[src/rtl/irctok_pkg.sv]
// ----------------------------------------------------------------------------
// IRC tokenizer package
// Character codes, result codes and the result and queue word types shared
// by the tokenizer's front end, queue and back end.
// ----------------------------------------------------------------------------
package irctok_pkg;

   localparam logic [7:0] CHAR_CR    = 8'h0D;
   localparam logic [7:0] CHAR_LF    = 8'h0A;
   localparam logic [7:0] CHAR_COLON = 8'h3A;
   localparam logic [7:0] CHAR_SPACE = 8'h20;

   localparam logic [1:0] KIND_BYTE  = 2'd0;
   localparam logic [1:0] KIND_EMPTY = 2'd1;
   localparam logic [1:0] KIND_END   = 2'd2;

   localparam logic [1:0] ROLE_PREFIX  = 2'd0;
   localparam logic [1:0] ROLE_COMMAND = 2'd1;
   localparam logic [1:0] ROLE_MIDDLE  = 2'd2;
   localparam logic [1:0] ROLE_TRAIL   = 2'd3;

   typedef struct packed {
      logic [1:0] kind;
      logic [1:0] role;
      logic [3:0] index;
      logic [7:0] char_out;
      logic       first;
   } result_type;

   typedef struct packed {
      logic       two;
      result_type first_res;
      result_type second_res;
   } entry_type;

   function automatic result_type make_result(
      input logic [1:0] kind,
      input logic [1:0] role,
      input logic [3:0] count_low,
      input logic [7:0] char_out,
      input logic       first
   );
      result_type res;
      res.kind     = kind;
      res.role     = role;
      res.index    = 4'd0;
      if (kind != KIND_END && (role == ROLE_MIDDLE || role == ROLE_TRAIL))
         res.index = count_low;
      res.char_out = char_out;
      res.first    = first;
      return res;
   endfunction

endpackage

[src/rtl/irc_line_tokenizer.sv]
// ----------------------------------------------------------------------------
// IRC line tokenizer
// Splits a byte stream into IRC lines and tags prefix, command, middle and
// trailing parameter bytes, empty fields and message ends.
// ----------------------------------------------------------------------------
// The block takes one byte per clock on the req channel and gives one result
// per clock on the rsp channel while rsp_stall is low. A byte that causes two
// results (a field byte last in its buffer, or a line close after an open
// prefix or trailing colon) uses the single result port twice; a four-word
// queue between the byte classifier and the result unpacker absorbs these, so
// input stalls only when such bytes come in a long run or while rsp_stall
// holds the output. Results reach the rsp ports through the queue and the
// registered result port. Bytes that cause no result (CR LF second half, a
// terminator at buffer start and, unless last in the buffer, a space closing
// a nonempty field or a prefix or trailing colon) stall only on a full queue.
// ----------------------------------------------------------------------------
module irc_line_tokenizer #(
   parameter int MAX_PARAM_INDEX = 15
) (
   input  logic       clock,
   input  logic       reset,
   input  logic       req_valid,
   output logic       req_stall,
   input  logic [7:0] req_data_byte,
   input  logic       req_last_in_buffer,
   output logic       rsp_valid,
   input  logic       rsp_stall,
   output logic [1:0] rsp_result_kind,
   output logic [1:0] rsp_field_role,
   output logic [3:0] rsp_param_index,
   output logic [7:0] rsp_char_out,
   output logic       rsp_first_of_field,
   output logic       rsp_last_result
);

   logic                  push;
   logic                  full;
   logic                  pop;
   logic                  empty;
   irctok_pkg::entry_type push_entry;
   irctok_pkg::entry_type head;

   irctok_front #(
      .MAX_PARAM_INDEX (MAX_PARAM_INDEX)
   ) u_front (
      .clock              (clock),
      .reset              (reset),
      .req_valid          (req_valid),
      .req_stall          (req_stall),
      .req_data_byte      (req_data_byte),
      .req_last_in_buffer (req_last_in_buffer),
      .full               (full),
      .push               (push),
      .push_entry         (push_entry)
   );

   irctok_queue u_queue (
      .clock      (clock),
      .reset      (reset),
      .push       (push),
      .push_entry (push_entry),
      .full       (full),
      .pop        (pop),
      .empty      (empty),
      .head       (head)
   );

   irctok_back u_back (
      .clock              (clock),
      .reset              (reset),
      .empty              (empty),
      .head               (head),
      .pop                (pop),
      .rsp_valid          (rsp_valid),
      .rsp_stall          (rsp_stall),
      .rsp_result_kind    (rsp_result_kind),
      .rsp_field_role     (rsp_field_role),
      .rsp_param_index    (rsp_param_index),
      .rsp_char_out       (rsp_char_out),
      .rsp_first_of_field (rsp_first_of_field),
      .rsp_last_result    (rsp_last_result)
   );

endmodule

[src/rtl/irctok_front.sv]
// ----------------------------------------------------------------------------
// IRC tokenizer front end
// Accepts one byte per cycle while the queue is not full, tracks line and field
// state, and packs the results a byte causes, at most two, into a queue word.
// ----------------------------------------------------------------------------
module irctok_front #(
   parameter int MAX_PARAM_INDEX = 15
) (
   input  logic                  clock,
   input  logic                  reset,
   input  logic                  req_valid,
   output logic                  req_stall,
   input  logic [7:0]            req_data_byte,
   input  logic                  req_last_in_buffer,
   input  logic                  full,
   output logic                  push,
   output irctok_pkg::entry_type push_entry
);

   localparam int CountWidth =
      ($clog2(MAX_PARAM_INDEX + 1) > 4) ? $clog2(MAX_PARAM_INDEX + 1) : 4;

   typedef enum logic [2:0] {
      PH_START,
      PH_PREFIX,
      PH_COMMAND,
      PH_MIDDLE,
      PH_TRAIL
   } phase_type;

   phase_type               phase_ff, phase_in;
   logic                    at_start_ff, at_start_in;
   logic                    prev_cr_ff, prev_cr_in;
   logic [CountWidth-1:0]   count_ff, count_in;
   logic                    started_ff, started_in;

   logic                    accept;
   logic                    is_cr, is_lf, is_term, is_space, is_colon;
   logic                    tc_hit;
   irctok_pkg::result_type  tc_res;
   phase_type               tc_phase;
   logic [CountWidth-1:0]   tc_count;
   logic                    tc_started;
   phase_type               mid_phase;
   logic [CountWidth-1:0]   mid_count;
   logic                    mid_started;
   logic                    do_end;
   logic                    empty_hit;
   irctok_pkg::result_type  empty_res;
   irctok_pkg::result_type  end_res;
   logic                    have_a;

   assign req_stall = full;
   assign accept    = req_valid && !full;

   always_comb begin
      is_cr    = (req_data_byte == irctok_pkg::CHAR_CR);
      is_lf    = (req_data_byte == irctok_pkg::CHAR_LF);
      is_term  = is_cr || is_lf;
      is_space = (req_data_byte == irctok_pkg::CHAR_SPACE);
      is_colon = (req_data_byte == irctok_pkg::CHAR_COLON);

      tc_hit     = 1'b0;
      tc_res     = '0;
      tc_phase   = phase_ff;
      tc_count   = count_ff;
      tc_started = started_ff;
      unique case (phase_ff)
         PH_PREFIX: begin
            if (is_space) begin
               tc_hit     = !started_ff;
               tc_res     = irctok_pkg::make_result(irctok_pkg::KIND_EMPTY,
                  irctok_pkg::ROLE_PREFIX, count_ff[3:0], 8'd0, 1'b0);
               tc_phase   = PH_COMMAND;
               tc_started = 1'b0;
            end else begin
               tc_hit     = 1'b1;
               tc_res     = irctok_pkg::make_result(irctok_pkg::KIND_BYTE,
                  irctok_pkg::ROLE_PREFIX, count_ff[3:0], req_data_byte, !started_ff);
               tc_started = 1'b1;
            end
         end
         PH_COMMAND: begin
            if (is_space) begin
               tc_hit     = !started_ff;
               tc_res     = irctok_pkg::make_result(irctok_pkg::KIND_EMPTY,
                  irctok_pkg::ROLE_COMMAND, count_ff[3:0], 8'd0, 1'b0);
               tc_phase   = PH_MIDDLE;
               tc_started = 1'b0;
            end else begin
               tc_hit     = 1'b1;
               tc_res     = irctok_pkg::make_result(irctok_pkg::KIND_BYTE,
                  irctok_pkg::ROLE_COMMAND, count_ff[3:0], req_data_byte, !started_ff);
               tc_started = 1'b1;
            end
         end
         PH_MIDDLE: begin
            if (is_space) begin
               tc_hit     = !started_ff;
               tc_res     = irctok_pkg::make_result(irctok_pkg::KIND_EMPTY,
                  irctok_pkg::ROLE_MIDDLE, count_ff[3:0], 8'd0, 1'b0);
               if (count_ff < CountWidth'(MAX_PARAM_INDEX))
                  tc_count = count_ff + 1'b1;
               tc_started = 1'b0;
            end else if (is_colon && !started_ff) begin
               tc_phase   = PH_TRAIL;
            end else begin
               tc_hit     = 1'b1;
               tc_res     = irctok_pkg::make_result(irctok_pkg::KIND_BYTE,
                  irctok_pkg::ROLE_MIDDLE, count_ff[3:0], req_data_byte, !started_ff);
               tc_started = 1'b1;
            end
         end
         PH_TRAIL: begin
            tc_hit     = 1'b1;
            tc_res     = irctok_pkg::make_result(irctok_pkg::KIND_BYTE,
               irctok_pkg::ROLE_TRAIL, count_ff[3:0], req_data_byte, !started_ff);
            tc_started = 1'b1;
         end
         default: begin
            tc_count   = '0;
            tc_started = 1'b0;
            if (is_colon) begin
               tc_phase = PH_PREFIX;
            end else if (is_space) begin
               tc_hit   = 1'b1;
               tc_res   = irctok_pkg::make_result(irctok_pkg::KIND_EMPTY,
                  irctok_pkg::ROLE_COMMAND, 4'd0, 8'd0, 1'b0);
               tc_phase = PH_MIDDLE;
            end else begin
               tc_hit     = 1'b1;
               tc_res     = irctok_pkg::make_result(irctok_pkg::KIND_BYTE,
                  irctok_pkg::ROLE_COMMAND, 4'd0, req_data_byte, 1'b1);
               tc_phase   = PH_COMMAND;
               tc_started = 1'b1;
            end
         end
      endcase

      // line close sees the state after the byte's own field work
      mid_phase   = is_term ? phase_ff   : tc_phase;
      mid_count   = is_term ? count_ff   : tc_count;
      mid_started = is_term ? started_ff : tc_started;

      do_end = is_term ? (!at_start_ff && !(prev_cr_ff && is_lf)) : req_last_in_buffer;

      empty_hit = do_end && !mid_started &&
                  (mid_phase == PH_PREFIX || mid_phase == PH_TRAIL);
      empty_res = irctok_pkg::make_result(irctok_pkg::KIND_EMPTY,
         (mid_phase == PH_PREFIX) ? irctok_pkg::ROLE_PREFIX : irctok_pkg::ROLE_TRAIL,
         mid_count[3:0], 8'd0, 1'b0);
      end_res   = irctok_pkg::make_result(irctok_pkg::KIND_END,
         irctok_pkg::ROLE_PREFIX, 4'd0, 8'd0, 1'b0);

      // pack the first two of: field result, empty marker, end of message
      have_a = !is_term && tc_hit;
      push_entry.two = (have_a && (empty_hit || do_end)) || (empty_hit && do_end);
      priority if (have_a) begin
         push_entry.first_res  = tc_res;
         push_entry.second_res = empty_hit ? empty_res : end_res;
      end else if (empty_hit) begin
         push_entry.first_res  = empty_res;
         push_entry.second_res = end_res;
      end else begin
         push_entry.first_res  = end_res;
         push_entry.second_res = end_res;
      end
      push = accept && (have_a || empty_hit || do_end);

      phase_in    = phase_ff;
      at_start_in = at_start_ff;
      prev_cr_in  = prev_cr_ff;
      count_in    = count_ff;
      started_in  = started_ff;
      if (accept) begin
         at_start_in = req_last_in_buffer;
         prev_cr_in  = !req_last_in_buffer && is_term && do_end && is_cr;
         phase_in    = do_end ? PH_START : mid_phase;
         count_in    = do_end ? '0 : mid_count;
         started_in  = do_end ? 1'b0 : mid_started;
      end
   end

   always_ff @(posedge clock) begin
      if (reset) begin
         phase_ff    <= PH_START;
         at_start_ff <= 1'b1;
         prev_cr_ff  <= 1'b0;
         count_ff    <= '0;
         started_ff  <= 1'b0;
      end else begin
         phase_ff    <= phase_in;
         at_start_ff <= at_start_in;
         prev_cr_ff  <= prev_cr_in;
         count_ff    <= count_in;
         started_ff  <= started_in;
      end
   end

endmodule

[src/rtl/irctok_queue.sv]
// ----------------------------------------------------------------------------
// IRC tokenizer queue
// Small register queue of result words between the front and back ends.
// ----------------------------------------------------------------------------
module irctok_queue #(
   parameter int DEPTH = 4
) (
   input  logic                  clock,
   input  logic                  reset,
   input  logic                  push,
   input  irctok_pkg::entry_type push_entry,
   output logic                  full,
   input  logic                  pop,
   output logic                  empty,
   output irctok_pkg::entry_type head
);

   localparam int PtrWidth   = (DEPTH > 1) ? $clog2(DEPTH) : 1;
   localparam int CountWidth = $clog2(DEPTH + 1);

   irctok_pkg::entry_type   mem_ff [DEPTH];
   logic [PtrWidth-1:0]     wr_ptr_ff, wr_ptr_in;
   logic [PtrWidth-1:0]     rd_ptr_ff, rd_ptr_in;
   logic [CountWidth-1:0]   count_ff, count_in;
   logic                    do_push, do_pop;

   assign full    = (count_ff == CountWidth'(DEPTH));
   assign empty   = (count_ff == '0);
   assign head    = mem_ff[rd_ptr_ff];
   assign do_push = push && !full;
   assign do_pop  = pop && !empty;

   always_comb begin
      wr_ptr_in = wr_ptr_ff;
      rd_ptr_in = rd_ptr_ff;
      count_in  = count_ff;
      if (do_push)
         wr_ptr_in = (wr_ptr_ff == PtrWidth'(DEPTH - 1)) ? '0 : wr_ptr_ff + 1'b1;
      if (do_pop)
         rd_ptr_in = (rd_ptr_ff == PtrWidth'(DEPTH - 1)) ? '0 : rd_ptr_ff + 1'b1;
      if (do_push && !do_pop)
         count_in = count_ff + 1'b1;
      else if (do_pop && !do_push)
         count_in = count_ff - 1'b1;
   end

   always_ff @(posedge clock) begin
      if (reset) begin
         wr_ptr_ff <= '0;
         rd_ptr_ff <= '0;
         count_ff  <= '0;
      end else begin
         wr_ptr_ff <= wr_ptr_in;
         rd_ptr_ff <= rd_ptr_in;
         count_ff  <= count_in;
      end
   end

   always_ff @(posedge clock) begin
      if (do_push)
         mem_ff[wr_ptr_ff] <= push_entry;
   end

`ifndef NO_ASSERTIONS
   a_count_bounded: assert property (@(posedge clock) disable iff (reset)
      count_ff <= CountWidth'(DEPTH))
      else $error("queue count beyond depth");
`endif

endmodule

[src/rtl/irctok_back.sv]
// ----------------------------------------------------------------------------
// IRC tokenizer back end
// Unpacks queue words into single results and drives the registered result
// channel, holding a second result until the first is taken.
// ----------------------------------------------------------------------------
module irctok_back (
   input  logic                  clock,
   input  logic                  reset,
   input  logic                  empty,
   input  irctok_pkg::entry_type head,
   output logic                  pop,
   output logic                  rsp_valid,
   input  logic                  rsp_stall,
   output logic [1:0]            rsp_result_kind,
   output logic [1:0]            rsp_field_role,
   output logic [3:0]            rsp_param_index,
   output logic [7:0]            rsp_char_out,
   output logic                  rsp_first_of_field,
   output logic                  rsp_last_result
);

   logic                    out_valid_ff, out_valid_in;
   irctok_pkg::result_type  out_ff, out_in;
   logic                    out_last_ff, out_last_in;
   logic                    sec_valid_ff, sec_valid_in;
   irctok_pkg::result_type  sec_ff, sec_in;
   logic                    load;

   always_comb begin
      load         = !out_valid_ff || !rsp_stall;
      pop          = load && !sec_valid_ff && !empty;
      out_valid_in = out_valid_ff;
      out_in       = out_ff;
      out_last_in  = out_last_ff;
      sec_valid_in = sec_valid_ff;
      sec_in       = sec_ff;
      if (load) begin
         priority if (sec_valid_ff) begin
            out_valid_in = 1'b1;
            out_in       = sec_ff;
            out_last_in  = 1'b1;
            sec_valid_in = 1'b0;
         end else if (!empty) begin
            out_valid_in = 1'b1;
            out_in       = head.first_res;
            out_last_in  = !head.two;
            sec_valid_in = head.two;
            sec_in       = head.second_res;
         end else begin
            out_valid_in = 1'b0;
         end
      end
   end

   always_ff @(posedge clock) begin
      if (reset) begin
         out_valid_ff <= 1'b0;
         sec_valid_ff <= 1'b0;
      end else begin
         out_valid_ff <= out_valid_in;
         sec_valid_ff <= sec_valid_in;
      end
   end

   always_ff @(posedge clock) begin
      out_ff      <= out_in;
      out_last_ff <= out_last_in;
      sec_ff      <= sec_in;
   end

   assign rsp_valid          = out_valid_ff;
   assign rsp_result_kind    = out_ff.kind;
   assign rsp_field_role     = out_ff.role;
   assign rsp_param_index    = out_ff.index;
   assign rsp_char_out       = out_ff.char_out;
   assign rsp_first_of_field = out_ff.first;
   assign rsp_last_result    = out_last_ff;

`ifndef NO_ASSERTIONS
   a_second_behind_first: assert property (@(posedge clock) disable iff (reset)
      sec_valid_ff |-> out_valid_ff)
      else $error("second result pending without a first on the port");

   a_no_pop_while_second: assert property (@(posedge clock) disable iff (reset)
      sec_valid_ff |-> !pop)
      else $error("queue popped while a second result is pending");

   a_end_is_last: assert property (@(posedge clock) disable iff (reset)
      (out_valid_ff && out_ff.kind == irctok_pkg::KIND_END) |-> out_last_ff)
      else $error("end of message not marked as the final result");
`endif

endmodule
[config.mk]
export PLATFORM = sky130hd
export DESIGN_NAME = irc_line_tokenizer
export DESIGN_NICKNAME = d
export VERILOG_FILES = /design/src/rtl/irctok_pkg.sv /design/src/rtl/irc_line_tokenizer.sv /design/src/rtl/irctok_front.sv /design/src/rtl/irctok_queue.sv /design/src/rtl/irctok_back.sv
export SDC_FILE = /design/constraint.sdc
export NUM_CORES = 1
export LEC_CHECK = 0
export BUFFER_PORTS_ARGS = -buffer_cell sky130_fd_sc_hd__buf_2
export CORE_MARGIN = 2
export CORE_UTILIZATION = 40
export DETAILED_ROUTE_END_ITERATION = 12
export PLACE_DENSITY_LB_ADDON = 0.25
export SETUP_SLACK_MARGIN = 0.15
export SLEW_MARGIN = 0
export SYNTH_ARGS = -nofsm -noshare
export SYNTH_HDL_FRONTEND = slang
export SYNTH_HIERARCHICAL = 1
export SYNTH_SLANG_ARGS = --single-unit
[constraint.sdc]
create_clock -name clock -period 3.8 [get_ports clock]
set_input_delay 0.19 -clock clock [delete_from_list [all_inputs] [get_ports clock]]
set_output_delay 0.19 -clock clock [all_outputs]
set_load 0.01 [all_outputs]
# After elaboration in Yosys (flattened, before gate mapping)
# Memories as Yosys holds them, arrays and structs flattened. A register that Yosys moved wholly into a read port is not among the register bits.
# Cells that the tools add are included.
dict set report totals {
  ff_bits 54
  latch_bits 0
  ramBits 140
  romBits 0
  in_bits 13
  mem_count 1
}
# name depth width rd rd_ports_with_merged_regs write_ports line
set mem_list {}
lappend mem_list {u_queue.mem_ff 4 35 1 1 1 irctok_queue.sv:21} ;# irctok_pkg::entry_type mem_ff [DEPTH];
dict set report classes {
  n_addsub 5
  mul 0
  div_mod_pow 0
  order_cmp 1
  n_eq_ne 16
  shift 0
  mux 54
  bitwise 2
  reduce_logical 47
}
# op count
set ops {}
lappend ops {{17-bit 2-to-1 mux} 5}
lappend ops {{34-bit 2-to-1 mux} 2}
lappend ops {{17-bit one-hot mux with 4 select lines} 1}
lappend ops {{16-bit 2-to-1 mux} 3}
lappend ops {{3-bit 2-to-1 mux} 9}
lappend ops {{4-bit 2-to-1 mux} 5}
lappend ops {{1-bit logical AND} 19}
lappend ops {{1-bit 2-to-1 mux} 19}
lappend ops {{8-bit by 4-bit == test with 1-bit output, second input constant} 2}
lappend ops {{8-bit by 6-bit == test with 1-bit output, second input constant} 2}
lappend ops {{15-bit 2-to-1 mux} 1}
lappend ops {{1-bit logical NOT} 14}
lappend ops {{3-bit one-hot mux with 4 select lines} 1}
lappend ops {{2-bit 2-to-1 mux} 5}
lappend ops {{3-bit == test, second input constant} 3}
lappend ops {{2-bit == test, second input constant} 4}
lappend ops {{1-bit logical OR} 8}
lappend ops {{4-bit one-hot mux with 2 select lines} 1}
lappend ops {{3-bit by 1-bit == test with 1-bit output, second input constant} 2}
lappend ops {{3-bit by 2-bit == test with 1-bit output, second input constant} 2}
lappend ops {{1-bit one-hot mux with 3 select lines} 2}
lappend ops {{2-bit by 1-bit adder with 2-bit output, second input constant} 2}
lappend ops {{4-bit by 1-bit adder with 4-bit output, second input constant} 1}
lappend ops {{4-bit less-than comparator, second input constant} 1}
lappend ops {{10 further kinds} 11}

# Depth between registers and ports, before layout
# Gate-level depths: netlist of the first run.
dict set report depth {
  word_depth 17
  ltp_mapped 15
  mapped_depth_nobuf 14
}

# Modules after synthesis
# The synthesis of the first run kept the hierarchy.
# module instances cells_each area_per_inst_um2 seq_area_each_um2
set modules_own_cells {}
lappend modules_own_cells {irctok_queue 1 233 5536.6 4384.2}
lappend modules_own_cells {irctok_back 1 67 1355.0 1091.0}
lappend modules_own_cells {irctok_front 1 180 1292.5 200.2}

# Least setup slack after synthesis of the first run
# No wires, ideal clock.
dict set report synth_path {
  path_kind {reg-to-reg}
  startpoint {register u_front.phase_ff[1]}
  endpoint {register u_queue.count_ff[2]}
  setup_ps 70
  arrival_ps 2948
  t_required_ps 3730
  setup_slack_ps 781
  path_stages_with_launch 15
  period_less_slack_ps 3019
  cell_sequence {dfxtp_1 buf_2 or2_2 a31oi_1 o21a_1 nor2_1 nor2_1 inv_1 nor2_2 ha_1 inv_1 fa_1 xor2_1 or3_2 a21oi_1}
}
dict set report synth_via {
  elab_chain_len 14
  word_cells_on_any_way 30
  classes_between {eq/ne: 6; mux: 10; reduce/logical: 14}
}
# item line
set synth_lines {}
lappend synth_lines {{start, declared} irctok_front.sv:31} ;# phase_type phase_ff, phase_in;
lappend synth_lines {{start signal, assigned} irctok_front.sv:192} ;# phase_ff <= phase_in;
lappend synth_lines {{3-bit 2-to-1 mux, or another cell as far along} irctok_front.sv:105} ;# end else if (is_colon && !started_ff) begin
lappend synth_lines {{3-bit 2-to-1 mux / 2-bit OR reduction (equally long branches)} n/a}
lappend synth_lines {{3-bit one-hot mux with 4 select lines / 1-bit one-hot mux with 3 select lines (equally long branches)} irctok_front.sv:68} ;# unique case (phase_ff)
lappend synth_lines {{3-bit 2-to-1 mux / 1-bit 2-to-1 mux (equally long branches)} {irctok_front.sv:141, irctok_front.sv:143}}
lappend synth_lines {{3-bit by 1-bit == test with 1-bit output, or another cell as far along} irctok_front.sv:148} ;# (mid_phase == PH_PREFIX || mid_phase == PH_TRAIL);
lappend synth_lines {{1-bit logical OR / 1-bit logical AND (equally long branches)} {irctok_front.sv:148, irctok_front.sv:147}}
lappend synth_lines {{1-bit logical AND} irctok_front.sv:147} ;# empty_hit = do_end && !mid_started &&
lappend synth_lines {{1-bit logical OR * (2 in a row)} irctok_front.sv:168} ;# push = accept && (have_a || empty_hit || do_end);
lappend synth_lines {{1-bit logical AND *} irctok_front.sv:168}
lappend synth_lines {{net push} irc_line_tokenizer.sv:36} ;# logic push;
lappend synth_lines {{1-bit logical AND *} irctok_queue.sv:30} ;# assign do_push = push && !full;
lappend synth_lines {{net u_queue.do_push} irctok_queue.sv:25} ;# logic do_push, do_pop;
lappend synth_lines {{1-bit logical NOT} irctok_queue.sv:43} ;# else if (do_pop && !do_push)
lappend synth_lines {{1-bit logical AND} irctok_queue.sv:43}
lappend synth_lines {{2-bit nonzero test (no line)} n/a}
lappend synth_lines {{end signal, assigned} irctok_queue.sv:55} ;# count_ff <= count_in;
lappend synth_lines {{end, declared} irctok_queue.sv:24} ;# logic [CountWidth-1:0] count_ff, count_in;
# Mark *: on every way through the listed nets, which the timed path passes. The rest lies on a longest branch.
# A chain may end at the register's enable or synchronous reset.

# Final worst setup path of the first run
dict set report layout_path {
  startpoint {register u_front.phase_ff[0]}
  endpoint {register u_queue.count_ff[2]}
}
# Same word-level chain as after synthesis.

==> results.yml, run 1 <==
floorplanning:
  core_mm2: 0.0202
  initial_core_util_pct: 40.6
  fp.dieW_um: 147
  ioPinCount: 33
  die_h_um: 147
  dieArea_mm2: 0.0216
  rows: 52
yosys:
  yosys.area.top_type: "edfxtp_1"
  yosys-top-cells-area: "edfxtp_1, mux4_2, dfxtp_1, mux2_2, buf_4"
  synth.avg_cell_area_um2: 17.1
  synth_top_flop_cell: "edfxtp_1"
  synth_area_mm2: 0.00818
  synthCells: 480
  synth_cell_types: 74
  synth_edf_count: 175
  synth-seq-cells: 196
  yosysWarningCount: 6
  synthArstFlopShare_pct: 0
  synth-seq-area-share_pct: 69.3
  synth.top_cell.area_share_pct: 64.2
clocking:
  cts_buffers: 17
  cts_sinks: 196
  cts_setup_buffers: 0
  tritoncts: "built"
  clkSlewWorstSetupHoldPaths_ns: 0.08
  ctsRootBufferMaster: "clkbuf_16"
  htreeDepth: 4
  clk_latency_ns: 0.43
  cts.path.max_buffers: 2
timing:
  finalHoldViolations: 0
  rsz0062_at_grt: "no"
  drv_slew: 0
  fin_crit_ns: 3.37
  max_slew.worst_pin.slew_ns: 1.04
  tns_ns: 0
  finClkSkew_ns: 0.0122
  setup_viol_count_final: 0
  period_share_pct: 88.8
  clock.fmax_mhz: 297
  whs_ns: 0.0701
  relSlewSlack_pct: 30.4
  timing.final.ws_setup_ns: 0.427
place:
  gp_congestion: 0.847
  hpwl_um: 9810
  io_buffers: 32
  place_ws_ns: 0.322
global_route:
  antenna_found_initial: 0
  overflow: 0
  grt_pass1_vias: 4424
  grtUsageTotal_pct: 15.9
  grt_pass1_wl_um: 25600
  grt_max_degree: 36
min_path:
  hold_class: "in2reg"
  hold_end: "u_back/sec_valid_ff"
  hold_path_depth: 3
  min-delay-start: "rsp_stall"
run:
  max_cap_viol_count: 0
layout:
  fin_nets: 541
  antennaDiodeCount: 0
  nFillCells: 1780
  layout-drive-gt1-share_pct: 29.1
  area_growth_pct: 12.8
worst_setup_path:
  critPathCaptureType: "flop"
  r2r_slack_ns: 0.43
  cp_max_fo: 14
  rr_endpoint: "u_queue/count_ff[2]"
  crit_required_ns: 4.16
  r2r_cells: 14
  crit-reg2reg-launch: "u_front/phase_ff[0]"
  cp.arrival_ns: 3.74
  path_class: "reg2reg"
  start_kind: "flop"
status:
  status: "finished, final reports clean"
drt:
  drt-pass1-iter-count: 4
  avgRoutedWirePerCell_um: 20.0
  antenna_left: 0
  dr.first_iter.drc_count: 294
  via_count: 4219
  routed_wl_um: 16100
  viasPerCell: 5.25
  route.detailed.drc: 0
pwr:
  switching_share_pct: 27.7
  leakagePower_nw: 3.09
  power_w: 0.00635
  p_comb_share_pct: 21.6
  p_int_w: 0.00459
  vdd.ir_drop.worst_mv: 0.319
  powerDensity_mw_per_mm2: 688
  p_clk_share_pct: 29.3
  p_sw_w: 0.00176
  sequentialPowerShare_pct: 49.1
==> metrics by stage <==
step	area, um2	util (%)	instances
final	9230	45.8	803
after global placement	8600	42.7	771
after CTS	9230	45.8	803
after global routing	9230	45.8	803
after floorplan	8240	-	495
after detailed placement	8600	42.7	771
==> sequential cells by signal (all words and copies together), names as in the netlist, named ones only <==
| register | flops |
|---|---|
| u_back/rsp_char_out | 8 |
| u_back/rsp_field_role | 2 |
| u_back/rsp_first_of_field | 1 |
| u_back/rsp_last_result | 1 |
| u_back/rsp_param_index | 4 |
| u_back/rsp_result_kind | 2 |
| u_back/rsp_valid | 1 |
| u_back/sec_ff | 17 |
| u_back/sec_valid_ff | 1 |
| u_front/at_start_ff | 1 |
| u_front/count_ff | 4 |
| u_front/phase_ff | 3 |
| u_front/prev_cr_ff | 1 |
| u_front/started_ff | 1 |
| u_queue/count_ff | 3 |
| u_queue/mem_ff | 140 |
| u_queue/rd_ptr_ff | 2 |
| u_queue/wr_ptr_ff | 2 |
==> what timing repair did <==
item / in CTS / in global routing
hold buffers: 0 / 0
gates resized for setup: 0 / 2
setup endpoints to repair: 0 / 1
==> synth_stat cells, types with 9 or more instances <==
| master | number |
|---|---|
| nor3_1 | 9 |
| and2_1 | 9 |
| mux4_2 | 35 |
| edfxtp_1 | 175 |
| nor2_1 | 17 |
| dfxtp_1 | 21 |
| buf_4 | 23 |
| clkbuf_1 | 10 |
| o21ai_0 | 9 |
| mux2_2 | 17 |
| nand2_1 | 19 |
| a21oi_1 | 19 |
==> power by group through the flow <==
stage | sequential, W | clock (W) | combinational (W)
3_3_place_gp | 0.00316 | 0 | 0.00139
3_5_place_dp | 0.00317 | 0 | 0.00140
2_1_floorplan | 0.00310 | 0 | 0.000974
5_1_grt | 0.00318 | 0.00200 | 0.00151
4_1_cts | 0.00313 | 0.00191 | 0.00141
6_report | 0.00312 | 0.00186 | 0.00137
==> critical path: stages (launching register included) <==
cell and delay (ns):
dfxtp_2 0.40, o21a_1 0.22, o211ai_1 0.17, a21bo_2 0.22, o21a_1 0.30, nor2_1 0.09, nor2_1 0.28, inv_1 0.11
nor2_2 0.16, ha_1 0.19, inv_1 0.06, fa_1 0.37, xor2_1 0.17, or3_2 0.41, a21oi_1 0.15
==> layout make-up <==
class / count / area, um2 / area share (%)
clock buffer: 17 / 425 / 4.61
clock inverter: 15 / 199 / 2.16
inverter: 10 / 42.5 / 0.461
multi-input combinational: 249 / 2280 / 24.7
sequential: 196 / 5680 / 61.5
tap: 270 / 338 / 3.66
timing repair buffer: 46 / 265 / 2.87
==> per-layer routing <==
| layer | global-route usage [%] | wire [um] | share of wire (%) | vias up |
|---|---|---|---|---|
| li1 | - | - | - | 1945 |
| met1 | 22.3 | 7450 | 46 | 2148 |
| met2 | 24.4 | 7470 | 46 | 108 |
| met3 | 3.63 | 898 | 5.6 | 18 |
| met4 | 6.11 | 261 | 1.6 | 0 |
| met5 | 0 | 0 | 0 | - |
==> layout by cell type (no fill, tap or decap), drive strengths merged, types with 5 or more instances in the layout <==
master  count
edfxtp    175
buf        46
mux4       35
dfxtp      21
nand2      19
a21oi      19
nor2       18
clkbuf     17
mux2       17
conb       17
o21ai      14
inv        14
and2        9
nor3        9
nand3       8
ha          7
and3        6
clkinv      5
==> kinds of logic (layout without fill, tap and decap cells) <==
| group | count (synthesis) | in the layout | share of synthesized area, % |
|---|---|---|---|
| AND/OR/NAND/NOR | 99 | 99 | 7.32 |
| flip-flops | 196 | 196 | 69.3 |
| AO/OA/AOI/OAI | 68 | 68 | 5.81 |
| multiplexers | 54 | 54 | 12.2 |
| buffers and inverters | 50 | 88 | 3.58 |
| other | 2 | 17 | 0.0918 |
| XOR/XNOR | 3 | 3 | 0.321 |
| adder cells (fa/ha/maj) | 8 | 8 | 1.31 |
==> worst max path at each step <==
stage / startpoint / end / slack [ns] / cells after the start
2_1_floorplan: u_front/phase_ff[1] / u_queue/count_ff[2] / 0.78 / 14
3_3_place_gp: u_front/phase_ff[1] / u_queue/count_ff[2] / 0.43 / 14
3_5_place_dp: u_front/phase_ff[1] / u_queue/count_ff[2] / 0.32 / 14
4_1_cts: u_front/phase_ff[1] / u_queue/count_ff[2] / 0.31 / 14
5_1_grt: u_front/phase_ff[0] / u_queue/count_ff[2] / 0.21 / 14
6_report: u_front/phase_ff[0] / u_queue/count_ff[2] / 0.43 / 14
No activity file was read; power rests on OpenSTA's default activity.
==> run 2, diff against run 1 <==
Settings changed: CORE_ASPECT_RATIO set to 0.5.
Clock period 3.8 ns to 4.2 ns, I/O delays scaled along.
==> results.yml, run 2 (synthesized netlist as in run 1, its figures left out) <==
worst_setup_path:
  cp.arrival_ns: 3.82
  r2r_slack_ns: 0.73
  rr_endpoint: "u_queue/count_ff[2]"
  crit_end: "u_queue/count_ff[2]"
  critPathCaptureType: "flop"
  cp_slowest_cell: "dfxtp_1"
  start_kind: "flop"
  crit_chain: "nor3_1 > o211ai_1 > a21bo_2 > o21a_1 > nor2_1 > nor2_1 > inv_1 > nor2_2 > ha_1 > inv_1 > fa_1 > xor2_1 > or3_2 > a21oi_1"
  crit-reg2reg-launch: "u_front/phase_ff[2]"
  path_class: "reg2reg"
  startpoint: "u_front/phase_ff[2]"
  max_stage_delay_ns: 0.58
  cp_max_fo: 15
  r2r_cells: 14
  crit_required_ns: 4.55
place:
  dpl_cell_area_mm2: 0.00861
  gp_congestion: 0.893
  hpwl_um: 9680
  io_buffers: 32
  place_ws_ns: 0.774
clocking:
  tritoncts: "built"
  hold_buffers: 0
  ctsRootBufferMaster: "clkbuf_16"
  clk_latency_ns: 0.43
  cts_setup_buffers: 0
  cts.path.max_buffers: 2
  cts_buffers: 17
  htreeDepth: 4
  clkSlewWorstSetupHoldPaths_ns: 0.07
  ctsResizeCount: 0
  cts_sinks: 196
drt:
  dr.first_iter.drc_count: 261
  route.detailed.drc: 0
  via_count: 4170
  viasPerCell: 5.22
  routed_wl_um: 15000
  antenna_left: 0
  avgRoutedWirePerCell_um: 18.8
  drt-pass1-iter-count: 4
pwr:
  p_clk_share_pct: 26.7
  p_int_w: 0.00397
  leakagePower_nw: 3.06
  switching_share_pct: 27.9
  powerDensity_mw_per_mm2: 602
  sequentialPowerShare_pct: 50.8
  p_sw_w: 0.00153
  p_comb_share_pct: 22.5
  vdd.ir_drop.worst_mv: 0.320
timing:
  drv_slew: 0
  tns_ns: 0
  finalHoldViolations: 0
  timing.final.ws_setup_ns: 0.728
  fin_crit_ns: 3.47
  finClkSkew_ns: 0.00920
  setup_viol_count_final: 0
  max_slew.worst_pin.slew_ns: 1.01
  rsz0062_at_grt: "no"
  relSlewSlack_pct: 32.1
  period_share_pct: 82.7
  clock.fmax_mhz: 288
layout:
  largest_register: "u_queue/mem_ff"
  layout-drive-gt1-share_pct: 28.5
  largest_reg_flops: 140
  antennaDiodeCount: 0
  layout_common_cells: "edfxtp_1, mux4_2, buf_2"
  fin_nets: 542
  nFillCells: 1681
  regArea_mm2: 0.00568
  layout_commonest_cell: "edfxtp_1"
  fin_area_mm2: 0.00914
  multi_input_area_mm2: 0.00228
  area_growth_pct: 11.7
floorplanning:
  initial_core_util_pct: 41.4
  ioPinCount: 33
  die_h_um: 105
  dieArea_mm2: 0.0217
  fp.dieW_um: 206
  core_mm2: 0.0198
  rows: 36
global_route:
  grt_max_degree: 36
  grt_pass1_wl_um: 24000
  grt_pass1_vias: 4220
  antenna_found_initial: 0
  overflow: 0
  grtUsageTotal_pct: 15.0
min_path:
  hold_class: "in2reg"
status:
  status: "finished, final reports clean"
run:
  max_cap_viol_count: 0
-- run 2: power groups by stage --
| stage | Clock [W] | Sequential, W | Combinational, W |
|---|---|---|---|
| 3_5_place_dp | 0 | 0.00286 | 0.00126 |
| 5_1_grt | 0.00159 | 0.00286 | 0.00135 |
| 3_3_place_gp | 0 | 0.00284 | 0.00125 |
| 4_1_cts | 0.00151 | 0.00281 | 0.00126 |
| 2_1_floorplan | 0 | 0.00281 | 0.000881 |
| 6_report | 0.00147 | 0.00280 | 0.00124 |
-- run 2: final cells by class --
class	instances	share of cell area (%)
inverters	10	0.465
clock buffers	19	4.74
flip-flops and latches	196	62.1
multi-input cells	249	25.0
repair buffers	47	2.98
clock inverters	12	1.10
well taps	266	3.64
-- run 2: routing by layer --
layer	GRT usage (%)	share of wire, %
met3	3.68	4.6
met1	22.6	50
met5	0	0
met2	21.4	44
met4	4.49	0.82
-- run 2: worst min-delay path by stage --
stage | start | endpoint | slack [ns] | cells after the start
2_1_floorplan | reset | u_back/rsp_valid | 0.28 | 1
3_3_place_gp | u_front/prev_cr_ff | u_front/prev_cr_ff | 0.46 | 2
3_5_place_dp | u_front/prev_cr_ff | u_front/prev_cr_ff | 0.46 | 2
4_1_cts | rsp_stall | u_back/sec_valid_ff | 0.05 | 3
5_1_grt | rsp_stall | u_back/sec_valid_ff | 0.07 | 3
6_report | rsp_stall | u_back/sec_valid_ff | 0.07 | 3
-- run 2: worst max-delay path: cells and delay by family (launching register included) --
| family | cells | cell delay, ns |
|---|---|---|
| and+or+nand+nor | 5 | 1.08 |
| AOI/OAI and AO/OA | 4 | 0.81 |
| DFF | 1 | 0.58 |
| adders and majority gates | 2 | 0.56 |
| buffers and inverters | 2 | 0.19 |
| xor gates and xnor gates | 1 | 0.17 |
-- run 2: metrics by stage --
step	total power, W	hold WS (ns)	utilization (%)	std cells
finish	0.00550	0.0713	46.2	799
global route	0.00580	0.0701	46.2	799
CTS	0.00559	0.0539	46.2	799
detailed placement	0.00412	0.461	43.5	768
global placement	0.00409	0.456	43.5	768
floorplan	0.00369	0.279	-	495
==> run 3, diff against run 2 <==
Clock period 4.2 ns to 3.3 ns, I/O delays scaled along.
==> results.yml, run 3 (synthesized netlist as in run 1, its figures left out) <==
place:
  gp_congestion: 0.904
  placedCellCount: 768
  io_buffers: 32
  hpwl_um: 9300
global_route:
  grtUsageTotal_pct: 14.9
  grt_pass1_vias: 4306
  overflow: 0
  grt_pass1_wl_um: 23800
  grt_max_degree: 36
  antenna_found_initial: 0
layout:
  fin_nets: 551
  fin_cells: 809
  antennaDiodeCount: 0
  layout-drive-gt1-share_pct: 31.1
  layout_common_cells: "edfxtp_1, mux4_2, buf_2"
  largest_reg_flops: 140
  area_growth_pct: 13.3
  layout_commonest_cell: "edfxtp_1"
  largest_register: "u_queue/mem_ff"
drt:
  avgRoutedWirePerCell_um: 18.8
  routed_wl_um: 15200
  route.detailed.drc: 0
  via_count: 4249
  drt-pass1-iter-count: 5
  viasPerCell: 5.25
  dr.first_iter.drc_count: 356
  antenna_left: 0
timing:
  finalHoldViolations: 0
  clock.fmax_mhz: 339
  setup_viol_count_final: 0
  tns_ns: 0
  period_share_pct: 89.4
  fin_crit_ns: 2.95
  relSlewSlack_pct: 31.7
  rsz0062_at_grt: "no"
  drv_slew: 0
  max_slew.worst_pin.slew_ns: 1.03
  finClkSkew_ns: 0.0129
pwr:
  p_sw_w: 0.00201
  p_clk_share_pct: 27.5
  leakagePower_nw: 3.12
  switching_share_pct: 28.3
  vdd.ir_drop.worst_mv: 0.372
  sequentialPowerShare_pct: 49.0
  p_comb_share_pct: 23.6
  powerDensity_mw_per_mm2: 768
  p_int_w: 0.00511
min_path:
  hold_class: "in2reg"
floorplanning:
  ioPinCount: 33
  core_mm2: 0.0198
  rows: 36
  fp.dieW_um: 206
  die_h_um: 105
  initial_core_util_pct: 41.4
  dieArea_mm2: 0.0217
worst_setup_path:
  path_class: "reg2reg"
  critPathCaptureType: "flop"
  start_kind: "flop"
  cp_max_fo: 11
  crit_required_ns: 3.66
  cp.arrival_ns: 3.31
clocking:
  htreeDepth: 4
  ctsRootBufferMaster: "clkbuf_16"
  cts.path.max_buffers: 2
  clk_latency_ns: 0.43
  cts_buffers: 17
  cts_sinks: 196
  clkSlewWorstSetupHoldPaths_ns: 0.07
  tritoncts: "built"
status:
  status: "finished, final reports clean"
run:
  max_cap_viol_count: 0
run 3: cell types whose count changed in the layout (fill, tap and decap cells not counted), moves of 2 or more:
cell      previous run  this run
dfxtp_1             20        18
buf_4               15        23
dfxtp_4              0         2
clkinv_8             0         3
clkbuf_1             2         0
run 3: stage by stage:
stage               power, W  utilization [%]  cell area, um2  hold slack [ns]  setup slack (ns)
global placement     0.00520             43.6            8620            0.451             0.163
CTS                  0.00719             46.5            9200           0.0183             0.221
finish               0.00712             46.9            9280           0.0480             0.350
detailed placement   0.00524             43.6            8620            0.458            0.0246
floorplan            0.00470                -            8240            0.234             0.281
global route         0.00748             46.9            9280           0.0389             0.155
run 3: worst paths after layout:
check,startpoint,end,slack (ns),cells after the start
setup / recovery,u_front/phase_ff[1],u_queue/count_ff[2],0.35,14
hold / removal,req_last_in_buffer,u_front/at_start_ff,0.05,3
setup reg to reg,u_front/phase_ff[1],u_queue/count_ff[2],0.35,14
hold reg to reg,u_front/prev_cr_ff,u_front/prev_cr_ff,0.46,2
run 3: what timing repair did:
action                                  in CTS  in global routing
gates resized for setup                      3                  5
pin swaps                                    0                  4
buffers inserted                             0                  9
endpoints found under the setup margin       1                  1
hold buffers                                 0                  0
run 3: area by class of cell:
| class | count | area (um2) |
|---|---|---|
| clock inverter | 15 | 148 |
| fill | 1699 | 10500 |
| multi-input combinational | 249 | 2290 |
| tap | 266 | 333 |
| inverter | 10 | 42.5 |
| clock buffer | 17 | 425 |
| timing repair buffer | 56 | 353 |
| sequential | 196 | 5680 |
run 3: worst max-delay path, stage by stage (launching register included):
cell and delay [ns]:
dfxtp_4 0.38, o21a_1 0.19, o211ai_1 0.20, a21bo_2 0.22
o21a_1 0.15, nor2_1 0.05, nor2_2 0.16, inv_2 0.06
nor2_2 0.13, ha_2 0.19, inv_1 0.05, fa_1 0.37
xor2_1 0.18, or3_2 0.42, a21oi_2 0.13
run 3: power groups by stage:
| stage | clock, W | sequential (W) | combinational [W] |
|---|---|---|---|
| 2_1_floorplan | 0 | 0.00357 | 0.00112 |
| 3_3_place_gp | 0 | 0.00353 | 0.00167 |
| 3_5_place_dp | 0 | 0.00355 | 0.00169 |
| 4_1_cts | 0.00200 | 0.00350 | 0.00169 |
| 5_1_grt | 0.00210 | 0.00354 | 0.00185 |
| 6_report | 0.00196 | 0.00349 | 0.00168 |
run 3: routing by layer:
metal	GRT usage, %	vias to the layer above	part of all wire, %
li1	-	1975	-
met1	22.0	2136	49
met2	22.0	126	44
met3	2.90	12	5.2
met4	5.20	0	1.1
met5	0	-	0
